===== src/rtl/bpf_pkg.sv =====
package bpf_pkg;

	// Framing bytes
	localparam logic [7:0] BYTE_START = 8'h01;
	localparam logic [7:0] BYTE_STOP  = 8'h17;

	// Byte slot of the packet being emitted
	typedef enum logic [2:0] {
		PH_START,
		PH_CMD,
		PH_LEN_LO,
		PH_LEN_HI,
		PH_DATA,
		PH_CHK_LO,
		PH_CHK_HI,
		PH_STOP
	} phase_t;

	// Sequencer to checksum unit
	typedef struct packed {
		logic seed;    // load the mode's initial value before absorbing
		logic absorb;  // fold byte_in into the accumulator
		logic clear;   // packet closed
	} chk_ctl_t;

endpackage


===== src/rtl/bootloader_packet_framer_top.sv =====
// Bootloader packet framer. Each begin transfer (op 0) produces the header
// 0x01, command, length low, length high; each data transfer (op 1) produces
// its byte. After the last payload byte, or straight after the header when
// the length is zero, the checksum low byte, checksum high byte and stop
// byte 0x17 follow. One output transfer carries one byte, so a begin gives
// 4 bytes (7 with a zero length), a data byte 1 (4 when it closes the
// packet) and a stray data byte 1 with frame_error set. The checksum is
// folded in one byte per cycle as bytes leave, while the output is not
// stalled, so payload is never stored. Lengths above MAX_PAYLOAD are
// clipped and the header carries the clipped value.
// A begin while a packet is open drops that packet without a trailer.
// checksum_mode (cfg_data) should only be written while the block is idle.
module bootloader_packet_framer_top
	import bpf_pkg::*;
#(
	parameter int unsigned MAX_PAYLOAD = 512
)
(
	input  logic       clk,
	input  logic       arst_n,

	input  logic       cfg_valid,
	output logic       cfg_ready,
	input  logic       cfg_data,

	input  logic       in_valid,
	output logic       in_ready,
	input  logic       op,
	input  logic [7:0] command,
	input  logic [9:0] length,
	input  logic [7:0] data_byte,

	output logic       out_valid,
	input  logic       out_ready,
	output logic [7:0] out_byte,
	output logic       packet_end,
	output logic       run_last,
	output logic       frame_error
);

	// checksum mode register
	logic mode_q;

	// input register: one item waits here while its bytes go out
	logic       item_valid_q;
	logic       item_op_q;
	logic [7:0] item_cmd_q;
	logic [9:0] item_len_q;
	logic [7:0] item_dat_q;

	// packet state
	logic       busy_q;    // item part way through its bytes
	phase_t     phase_q;
	logic [9:0] bytes_left_q;
	logic       open_q;

	// output register
	logic       out_valid_q;
	logic [7:0] out_byte_q;
	logic       out_end_q;
	logic       out_last_q;
	logic       out_err_q;

	logic        in_xfer;
	logic        adv;
	logic        fire;
	logic        len_over;
	logic [9:0]  len_sat;
	phase_t      cur_phase;
	phase_t      nxt_phase;
	logic        data_err;
	logic        item_last;
	logic [7:0]  emit_byte;
	logic        emit_end;
	logic        emit_err;
	chk_ctl_t    chk_ctl;
	logic [15:0] chk_word;

	// config is always accepted
	assign cfg_ready = 1'b1;

	always_ff @(posedge clk or negedge arst_n) begin
		if (!arst_n) begin
			mode_q <= 1'b0;
		end else if (cfg_valid) begin
			mode_q <= cfg_data;
		end
	end

	// clip the length on the way in
	assign len_over = {7'b0, length} > 17'(MAX_PAYLOAD);
	assign len_sat  = len_over ? 10'(MAX_PAYLOAD) : length;

	// the output stage moves when empty or drained this cycle
	assign adv       = !out_valid_q || out_ready;
	assign fire      = item_valid_q && adv;
	assign in_ready  = !item_valid_q || (fire && item_last);
	assign in_xfer   = in_valid && in_ready;

	assign cur_phase = busy_q ? phase_q : (item_op_q ? PH_DATA : PH_START);
	assign data_err  = !open_q || (bytes_left_q == 10'd0);

	// next state
	always_comb begin
		nxt_phase = cur_phase;
		item_last = 1'b0;
		case (cur_phase)
			PH_START:  nxt_phase = PH_CMD;
			PH_CMD:    nxt_phase = PH_LEN_LO;
			PH_LEN_LO: nxt_phase = PH_LEN_HI;
			PH_LEN_HI: begin
				if (item_len_q == 10'd0) begin
					nxt_phase = PH_CHK_LO;
				end else begin
					item_last = 1'b1;
				end
			end
			PH_DATA: begin
				if (!data_err && bytes_left_q == 10'd1) begin
					nxt_phase = PH_CHK_LO;
				end else begin
					item_last = 1'b1;
				end
			end
			PH_CHK_LO: nxt_phase = PH_CHK_HI;
			PH_CHK_HI: nxt_phase = PH_STOP;
			PH_STOP:   item_last = 1'b1;
			default:   item_last = 1'b1;
		endcase
	end

	// outputs of the current slot
	always_comb begin
		emit_byte = 8'h00;
		emit_end  = 1'b0;
		emit_err  = 1'b0;
		chk_ctl   = '0;
		case (cur_phase)
			PH_START: begin
				emit_byte      = BYTE_START;
				chk_ctl.seed   = fire;
				chk_ctl.absorb = fire;
			end
			PH_CMD: begin
				emit_byte      = item_cmd_q;
				chk_ctl.absorb = fire;
			end
			PH_LEN_LO: begin
				emit_byte      = item_len_q[7:0];
				chk_ctl.absorb = fire;
			end
			PH_LEN_HI: begin
				emit_byte      = {6'b0, item_len_q[9:8]};
				chk_ctl.absorb = fire;
			end
			PH_DATA: begin
				emit_err       = data_err;
				emit_byte      = data_err ? 8'h00 : item_dat_q;
				chk_ctl.absorb = fire && !data_err;
			end
			PH_CHK_LO: emit_byte = chk_word[7:0];
			PH_CHK_HI: emit_byte = chk_word[15:8];
			PH_STOP: begin
				emit_byte     = BYTE_STOP;
				emit_end      = 1'b1;
				chk_ctl.clear = fire;
			end
			default: emit_byte = 8'h00;
		endcase
	end

	// begin: byte 0x01 seeds and absorbs in the same cycle
	bpf_chk u_chk (
		.clk      (clk),
		.arst_n   (arst_n),
		.mode     (mode_q),
		.ctl      (chk_ctl),
		.byte_in  (emit_byte),
		.chk_word (chk_word)
	);

	// input register
	always_ff @(posedge clk or negedge arst_n) begin
		if (!arst_n) begin
			item_valid_q <= 1'b0;
		end else if (in_xfer) begin
			item_valid_q <= 1'b1;
		end else if (fire && item_last) begin
			item_valid_q <= 1'b0;
		end
	end

	always_ff @(posedge clk) begin
		if (in_xfer) begin
			item_op_q  <= op;
			item_cmd_q <= command;
			item_len_q <= len_sat;
			item_dat_q <= data_byte;
		end
	end

	// sequencer and packet state
	always_ff @(posedge clk or negedge arst_n) begin
		if (!arst_n) begin
			busy_q       <= 1'b0;
			phase_q      <= PH_START;
			bytes_left_q <= '0;
			open_q       <= 1'b0;
		end else if (fire) begin
			busy_q  <= !item_last;
			phase_q <= nxt_phase;
			if (cur_phase == PH_START) begin
				open_q       <= 1'b1;
				bytes_left_q <= item_len_q;
			end else if (cur_phase == PH_DATA && !data_err) begin
				bytes_left_q <= bytes_left_q - 10'd1;
			end else if (cur_phase == PH_STOP) begin
				open_q       <= 1'b0;
				bytes_left_q <= '0;
			end
		end
	end

	// output register
	always_ff @(posedge clk or negedge arst_n) begin
		if (!arst_n) begin
			out_valid_q <= 1'b0;
		end else if (adv) begin
			out_valid_q <= fire;
		end
	end

	always_ff @(posedge clk) begin
		if (fire) begin
			out_byte_q <= emit_byte;
			out_end_q  <= emit_end;
			out_last_q <= item_last;
			out_err_q  <= emit_err;
		end
	end

	assign out_valid   = out_valid_q;
	assign out_byte    = out_byte_q;
	assign packet_end  = out_end_q;
	assign run_last    = out_last_q;
	assign frame_error = out_err_q;

endmodule


===== src/rtl/bpf_chk.sv =====
module bpf_chk
	import bpf_pkg::*;
(
	input  logic        clk,
	input  logic        arst_n,
	input  logic        mode,
	input  chk_ctl_t    ctl,
	input  logic [7:0]  byte_in,
	output logic [15:0] chk_word
);

	localparam logic [15:0] CRC_POLY = 16'h8408;
	localparam logic [15:0] CRC_SEED = 16'hFFFF;

	logic [15:0] accum_q;
	logic [15:0] base;
	logic [15:0] upd;
	logic [15:0] inv;

	// reflected CRC, one byte, LSB first
	function automatic logic [15:0] crc_byte(input logic [15:0] c, input logic [7:0] b);
		logic [15:0] r;
		r = c;
		for (int i = 0; i < 8; i++) begin
			if (r[0] ^ b[i]) begin
				r = (r >> 1) ^ CRC_POLY;
			end else begin
				r = r >> 1;
			end
		end
		return r;
	endfunction

	always_comb begin
		if (ctl.seed) begin
			base = mode ? CRC_SEED : 16'h0000;
		end else begin
			base = accum_q;
		end
		if (mode) begin
			upd = crc_byte(base, byte_in);
		end else begin
			upd = base + {8'h00, byte_in};
		end
	end

	always_ff @(posedge clk or negedge arst_n) begin
		if (!arst_n) begin
			accum_q <= '0;
		end else if (ctl.clear) begin
			accum_q <= '0;
		end else if (ctl.absorb) begin
			accum_q <= upd;
		end else if (ctl.seed) begin
			accum_q <= base;
		end
	end

	// trailer value: negated sum, or inverted CRC with bytes swapped
	assign inv      = ~accum_q;
	assign chk_word = mode ? {inv[7:0], inv[15:8]} : (16'h0000 - accum_q);

endmodule


===== config.mk =====
export PLATFORM = sky130hd
export DESIGN_NAME = bootloader_packet_framer_top
export DESIGN_NICKNAME = d
export VERILOG_FILES = /design/src/rtl/bpf_pkg.sv /design/src/rtl/bootloader_packet_framer_top.sv /design/src/rtl/bpf_chk.sv
export SDC_FILE = /design/constraint.sdc
export NUM_CORES = 1
export LEC_CHECK = 0
export ABC_AREA = 0
export ABC_CLOCK_PERIOD_IN_PS = 12300
export BUFFER_PORTS_ARGS = -buffer_cell sky130_fd_sc_hd__buf_2
export CAP_MARGIN = 20
export CORE_ASPECT_RATIO = 1.1
export CORE_MARGIN = 2
export CORE_UTILIZATION = 50
export DETAILED_ROUTE_END_ITERATION = 6
export GPL_ROUTABILITY_DRIVEN = 1
export GPL_TIMING_DRIVEN = 0
export HOLD_SLACK_MARGIN = 0.02
export PLACE_DENSITY = 0.75
export REMOVE_ABC_BUFFERS = 1
export SLEW_MARGIN = 30
export SYNTH_ARGS = -nofsm -noshare
export SYNTH_HDL_FRONTEND = slang
export SYNTH_SLANG_ARGS = --single-unit

===== constraint.sdc =====
create_clock -name clk -period 12.3 [get_ports clk]
set_clock_uncertainty 0.05 [all_clocks]
set_input_delay 1.845 -clock clk [delete_from_list [all_inputs] [get_ports clk]]
set_output_delay 1.845 -clock clk [all_outputs]
set_load 0.01 [all_outputs]

# Word level (Yosys, flattened, before mapping)
# Cells that the tools add are included.
dict set report totals {
  in_bits 33
  reg_bits 72
  output_inout_bits 14
}
dict set report op_classes {
  eq_ne 9
  mux 44
  n_lt_le_gt_ge 1
  bitwise_logic 17
  add_sub_neg 3
  reduce_logical 24
}
# op n
set ops {}
lappend ops {{16-bit 2-to-1 mux} 22}
lappend ops {{8-bit one-hot mux with 8 select lines} 1}
lappend ops {{10-bit 2-to-1 mux} 3}
lappend ops {{2-bit NOT with 3-bit output} 8}
lappend ops {{3-bit one-hot mux with 7 select lines} 1}
lappend ops {{10-bit zero test} 2}
lappend ops {{16-bit by 8-bit adder with 16-bit output} 1}
lappend ops {{16-bit NOT} 1}
lappend ops {{1-bit by 16-bit subtractor with 16-bit output (first input constant)} 1}
lappend ops {{3-bit == test (second input constant)} 4}
lappend ops {{3-bit 2-to-1 mux} 4}
lappend ops {{10-bit by 1-bit == test with 1-bit output (second input constant)} 1}
lappend ops {{10-bit greater-than comparator (second input constant)} 1}
lappend ops {{1-bit 2-to-1 mux} 10}
lappend ops {{10-bit by 1-bit subtractor with 10-bit output (second input constant)} 1}
lappend ops {{8-bit 2-to-1 mux} 1}
lappend ops {{1-bit XOR} 8}
lappend ops {{3-bit by 2-bit == test with 1-bit output (second input constant)} 2}
lappend ops {{1-bit logical AND} 6}
lappend ops {{3-bit nonzero test} 2}
lappend ops {{1-bit zero test} 5}
lappend ops {{2-bit nonzero test} 2}
lappend ops {{4-bit OR reduction} 1}
lappend ops {{3-bit by 1-bit == test with 1-bit output (second input constant)} 1}
lappend ops {{other kinds (7)} 9}

# Logic depth before layout (Yosys ltp)
dict set report depth {
  word_depth 31
  depth_mapped 19
  ltp_nobuf 18
}

# Cells and area by module
# From an unflattened synthesis, not the netlist that was laid out.
dict set report unflattened {
  hier_cells 576
  hier_area_um2 5183.7
}
# mod area_per_inst_um2 cells_per_inst n_inst
set modules_own_cells {}
lappend modules_own_cells {bootloader_packet_framer_top 2806.4 254 1}
lappend modules_own_cells {bpf_chk 2377.3 322 1}

# Worst setup path after synthesis
# OpenSTA, ideal clock, no wires.
dict set report synth_path {
  kind {input to register}
  startpoint {input out_ready}
  endpoint {register u_chk.accum_q[10]}
  n_path_buf 1
  stages 15
  required_time_ns 12.126
  arrival_ns 4.665
  setup_slack_ns 7.461
  path_cell_list {nand2b_1 > o211a_1 > clkbuf_1 > o21ai_0 > ha_1 > inv_1 > fa_1 > nor2b_1 > o21ai_0 > nor2b_1 > a211o_2 > a21o_4 > a21oi_2 > mux2_1 > a211o_1}
}
dict set report synth_via {
  elab_chain_len 24
  word_cells_on_any_way 33
  classes_between {1 x add/sub; 23 x mux; 5 x bitwise; 4 x reduce/logical}
}
# element line
set synth_lines {}
lappend synth_lines {{start, declared} bootloader_packet_framer_top.sv:34} ;# input logic out_ready,
lappend synth_lines {{1-bit logical OR (*)} bootloader_packet_framer_top.sv:95} ;# assign adv = !out_valid_q || out_ready;
lappend synth_lines {{1-bit logical AND (*)} bootloader_packet_framer_top.sv:96} ;# assign fire = item_valid_q && adv;
lappend synth_lines {{1-bit 2-to-1 mux} bootloader_packet_framer_top.sv:138} ;# case (cur_phase)
lappend synth_lines {{16-bit 2-to-1 mux} bpf_chk.sv:35} ;# if (ctl.seed) begin
lappend synth_lines {{16-bit 2-to-1 mux} bpf_chk.sv:25} ;# if (r[0] ^ b[i]) begin
lappend synth_lines {{16-bit 2-to-1 mux} bpf_chk.sv:40} ;# if (mode) begin
lappend synth_lines {{16-bit 2-to-1 mux} bpf_chk.sv:25}
lappend synth_lines {{16-bit 2-to-1 mux} bpf_chk.sv:40}
lappend synth_lines {{(+8 left out)} --}
lappend synth_lines {{16-bit 2-to-1 mux} bpf_chk.sv:40}
lappend synth_lines {{16-bit 2-to-1 mux} bpf_chk.sv:25}
lappend synth_lines {{16-bit 2-to-1 mux} bpf_chk.sv:40}
lappend synth_lines {{1-bit XOR / 2-bit NOT with 3-bit output (equally long branches)} --}
lappend synth_lines {{16-bit 2-to-1 mux} bpf_chk.sv:25}
lappend synth_lines {{16-bit 2-to-1 mux} bpf_chk.sv:40}
lappend synth_lines {{16-bit 2-to-1 mux} bpf_chk.sv:52} ;# end else if (ctl.absorb) begin
lappend synth_lines {{16-bit 2-to-1 mux} bpf_chk.sv:50} ;# end else if (ctl.clear) begin
lappend synth_lines {{end signal, assigned} bpf_chk.sv:53} ;# accum_q <= upd;
lappend synth_lines {{end signal, assigned} bpf_chk.sv:55} ;# accum_q <= base;
lappend synth_lines {{end, declared} bpf_chk.sv:15} ;# logic [15:0] accum_q;
# Mark *: on every way between the ends. The rest lies on a longest branch, timed or not. The select of a mux whose other input is x is not followed.
# A chain may end at the register's enable or synchronous reset.

# Worst setup path after layout
dict set report layout_path {
  startpoint {register phase_q[2]}
  endpoint {register u_chk.accum_q[10]}
}
dict set report layout_via {
  word_cells_on_any_way 41
  classes_between {1 x add/sub; 7 x eq/ne; 25 x mux; 5 x bitwise; 3 x reduce/logical}
}
# element line
set layout_rtl {}
lappend layout_rtl {{start, declared} bootloader_packet_framer_top.sv:53} ;# phase_t phase_q;
lappend layout_rtl {{start signal, assigned} bootloader_packet_framer_top.sv:211} ;# phase_q <= nxt_phase;
lappend layout_rtl {{3-bit 2-to-1 mux (*)} bootloader_packet_framer_top.sv:100} ;# assign cur_phase = busy_q ? phase_q : (item_op_q ? PH_DATA : PH_START);
lappend layout_rtl {{3-bit == test (tied with other cells)} bootloader_packet_framer_top.sv:138}
lappend layout_rtl {{8-bit one-hot mux with 8 select lines (*)} bootloader_packet_framer_top.sv:138}
lappend layout_rtl {{net emit_byte[0]} bootloader_packet_framer_top.sv:73} ;# logic [7:0] emit_byte;
lappend layout_rtl {{16-bit by 8-bit adder with 16-bit output (*)} bpf_chk.sv:43} ;# upd = base + {8'h00, byte_in};
lappend layout_rtl {{16-bit 2-to-1 mux (*)} bpf_chk.sv:40}
lappend layout_rtl {{16-bit 2-to-1 mux (*)} bpf_chk.sv:52}
lappend layout_rtl {{16-bit 2-to-1 mux (*)} bpf_chk.sv:50}
# The timed path passes the listed nets; every way through them passes the cells marked *. The select of a mux whose other input is x is not followed.

==> flow_summary.json <==
{
  "rrSetupSlack_ns": 6.93,
  "die_w_um": 97.9,
  "grt_pass1_vias": 4033,
  "vias": 4307,
  "drt-total-wl_um": 12800,
  "yosysTopAreaCell": "edfxtp_1",
  "post-cts-setup-buffers": 0,
  "dp_slack_ns": 6.81,
  "gp_congestion": 0.951,
  "rsz0062_at_grt": "false",
  "end_kind": "flop",
  "hold_viol_final": 0,
  "crit_required_ns": 12.49,
  "design.die.area_um2": 10500,
  "chipHeight_um": 107,
  "nNetsFinal": 594,
  "port-buffer-count": 45,
  "grt_max_degree": 35,
  "worst-setup-path-type": "flop to flop",
  "crit_chain": "nand2_1 -> o31ai_1 -> and2_1 -> a2111oi_0 -> o21ai_0 -> ha_1 -> inv_1 -> fa_1 -> nor2b_1 -> o21ai_0 -> nor2b_1 -> a211o_2 -> a21o_4 -> a21oi_2 -> mux2_1 -> a211o_1",
  "avgViaCountPerCell": 6.43,
  "final_common_cell": "nand2_1",
  "coreArea_um2": 9400,
  "cts_hold_buf": 0,
  "final_cell_mix": "nand2_1 (51), buf_2 (46), o21ai_0 (45), nor2_1 (44), edfxtp_1 (38)",
  "grt_overflow_total": 0,
  "clock-sinks": 72,
  "synth_warnings": 0,
  "ios": 47,
  "start_kind": "flop",
  "fillers": 825,
  "cts_made_buffers": 9,
  "syn_inst": 526,
  "slowest_delay_ns": 0.76,
  "rows": 37,
  "drtIter0Drc": 571,
  "syn2layout_area_growth_pct": 9.62,
  "grt_use_total": 0.255,
  "async_reset_ff_frac": 0.472,
  "clock_latency_ns": 0.36,
  "h-tree-depth": 3,
  "clk_pin_slew_ns": 0.08,
  "diodes": 0,
  "drc": 0,
  "p_leak_nw": 2.11,
  "crit_family": "compound AO/OA/AOI/OAI gates",
  "cts.repair.resized": 0,
  "crit_fanout": 19,
  "layout-drive-gt1-share": 0.152,
  "synth_ff_type": "edfxtp_1",
  "dp_hpwl_um": 9200,
  "fmax_mhz": 186,
  "peakVddDrop_mv": 0.118,
  "ys_seq_elements": 72,
  "yosys-top-cells-area": "edfxtp_1 (24%), dfrtp_1 (18%), o21ai_0 (4.8%), nand2_1 (3.9%), xnor2_1 (3.4%)",
  "cellPowerDensity_nw_per_um2": 326,
  "wl_per_cell_um": 19.0,
  "grt_pass1_wl_um": 20900,
  "fin_crit_ns": 5.37,
  "setup_viol": 0,
  "synth_top_area_share": 0.235,
  "finalCritPeriodShare": 0.436,
  "avgSynthCellArea_um2": 9.22,
  "synth_cell_type_count": 79,
  "ys_seq_area_frac": 0.411,
  "cap_violations": 0,
  "dr.pass1.iters": 5,
  "tns_ns": 0,
  "fin_ws_ns": 6.93,
  "start_util": 0.516,
  "critPathArrivalTime_ns": 5.56,
  "slew_headroom": 0.392,
  "cp_slowest_cell": "and2_1",
  "synth_edf_count": 38,
  "worst_pin_slew_ns": 0.911,
  "hold_path.class": "flop to flop",
  "worst-path-buf-inv": 1,
  "root_buffer": "clkbuf_8",
  "drv_slew": 0,
  "synth_area_um2": 4850,
  "clk_path_buf_depth": 2,
  "antenna_found_initial": 0,
  "status": "complete, no violations",
  "ant_nets": 0,
  "cts_tree": "built"
}
state kept, by name (all words and copies together) (netlist names), 3 cells and up:
signal,count
item_dat_q,8
phase_q,3
out_byte,8
u_chk.accum_q,16
item_cmd_q,8
item_len_q,10
bytes_left_q,10
layer usage:
layer	vias to the layer above	part of all wire	global-route usage
li1	1996	-	-
met2	231	0.45	0.370
met4	0	0.046	0.157
met5	-	0	0
met1	2035	0.43	0.357
met3	45	0.077	0.0403
synthesized netlist by cell type (5+ instances only):
library cell	count
clkbuf_1	24
nor2_1	44
buf_2	6
o21ai_0	47
a22oi_1	13
xnor2_1	19
xor2_1	15
a31oi_1	7
ha_1	11
dfrtp_1	34
nand3_1	11
o31ai_1	6
inv_1	18
nor3_1	13
a21oi_1	23
nor4_1	7
a32oi_1	6
nand2_1	51
nand2b_1	12
nand4_1	5
nor2b_1	16
edfxtp_1	38
worst paths after layout:
| path | end | depth (start not counted) | start |
|---|---|---|---|
| max | u_chk.accum_q[10] | 16 | phase_q[2] |
| min | open_q | 2 | open_q |
| max reg2reg | u_chk.accum_q[10] | 16 | phase_q[2] |
| min reg2reg | open_q | 2 | open_q |
| max in group asynchronous | u_chk.accum_q[0] | 1 | arst_n |
| min in group asynchronous | bytes_left_q[5] | 1 | arst_n |
power breakdown:
group | switching (W) | internal, W
Sequential | 0.000128 | 0.000354
Clock | 0.0000920 | 0.000114
Combinational | 0.000623 | 0.000426
final cells by class:
class / count / area [um2] / area share
Inverter: 19 / 71.3 / 0.0134
Tap cell: 117 / 146 / 0.0275
Clock buffer: 10 / 128 / 0.0240
Sequential cell: 72 / 1990 / 0.375
Multi-Input combinational cell: 400 / 2660 / 0.500
Timing Repair Buffer: 47 / 238 / 0.0447
Clock inverter: 5 / 81.3 / 0.0153
worst min-delay path: stages (launching register included):
cell	delay, ns
dfrtp_1	0.40
nand2_1	0.06
nand2_1	0.05
kinds of logic (layout without fill, tap and decap cells):
| family | count (synthesis) | count (layout) | synth area share |
|---|---|---|---|
| AOI/OAI and AO/OA | 158 | 158 | 0.227 |
| xor gates and xnor gates | 37 | 37 | 0.0745 |
| adders and majority gates | 12 | 12 | 0.0325 |
| buffers and inverters | 54 | 81 | 0.0441 |
| DFF | 72 | 72 | 0.411 |
| muxes | 4 | 4 | 0.00851 |
| other | 1 | 1 | 0.000773 |
| and+or+nand+nor | 188 | 188 | 0.202 |
metrics by stage:
step                cells   util  total power [W]  instance area, um2  hold WS, ns
global placement      653  0.541          0.00146                5080        0.465
detailed placement    655  0.544          0.00151                5110        0.471
floorplan             491      -          0.00123                4710        0.432
global route          670  0.566          0.00186                5320        0.532
finish                670  0.566          0.00174                5320        0.496
CTS                   670  0.566          0.00171                5320        0.492
No activity file was read; power rests on OpenSTA's default activity.
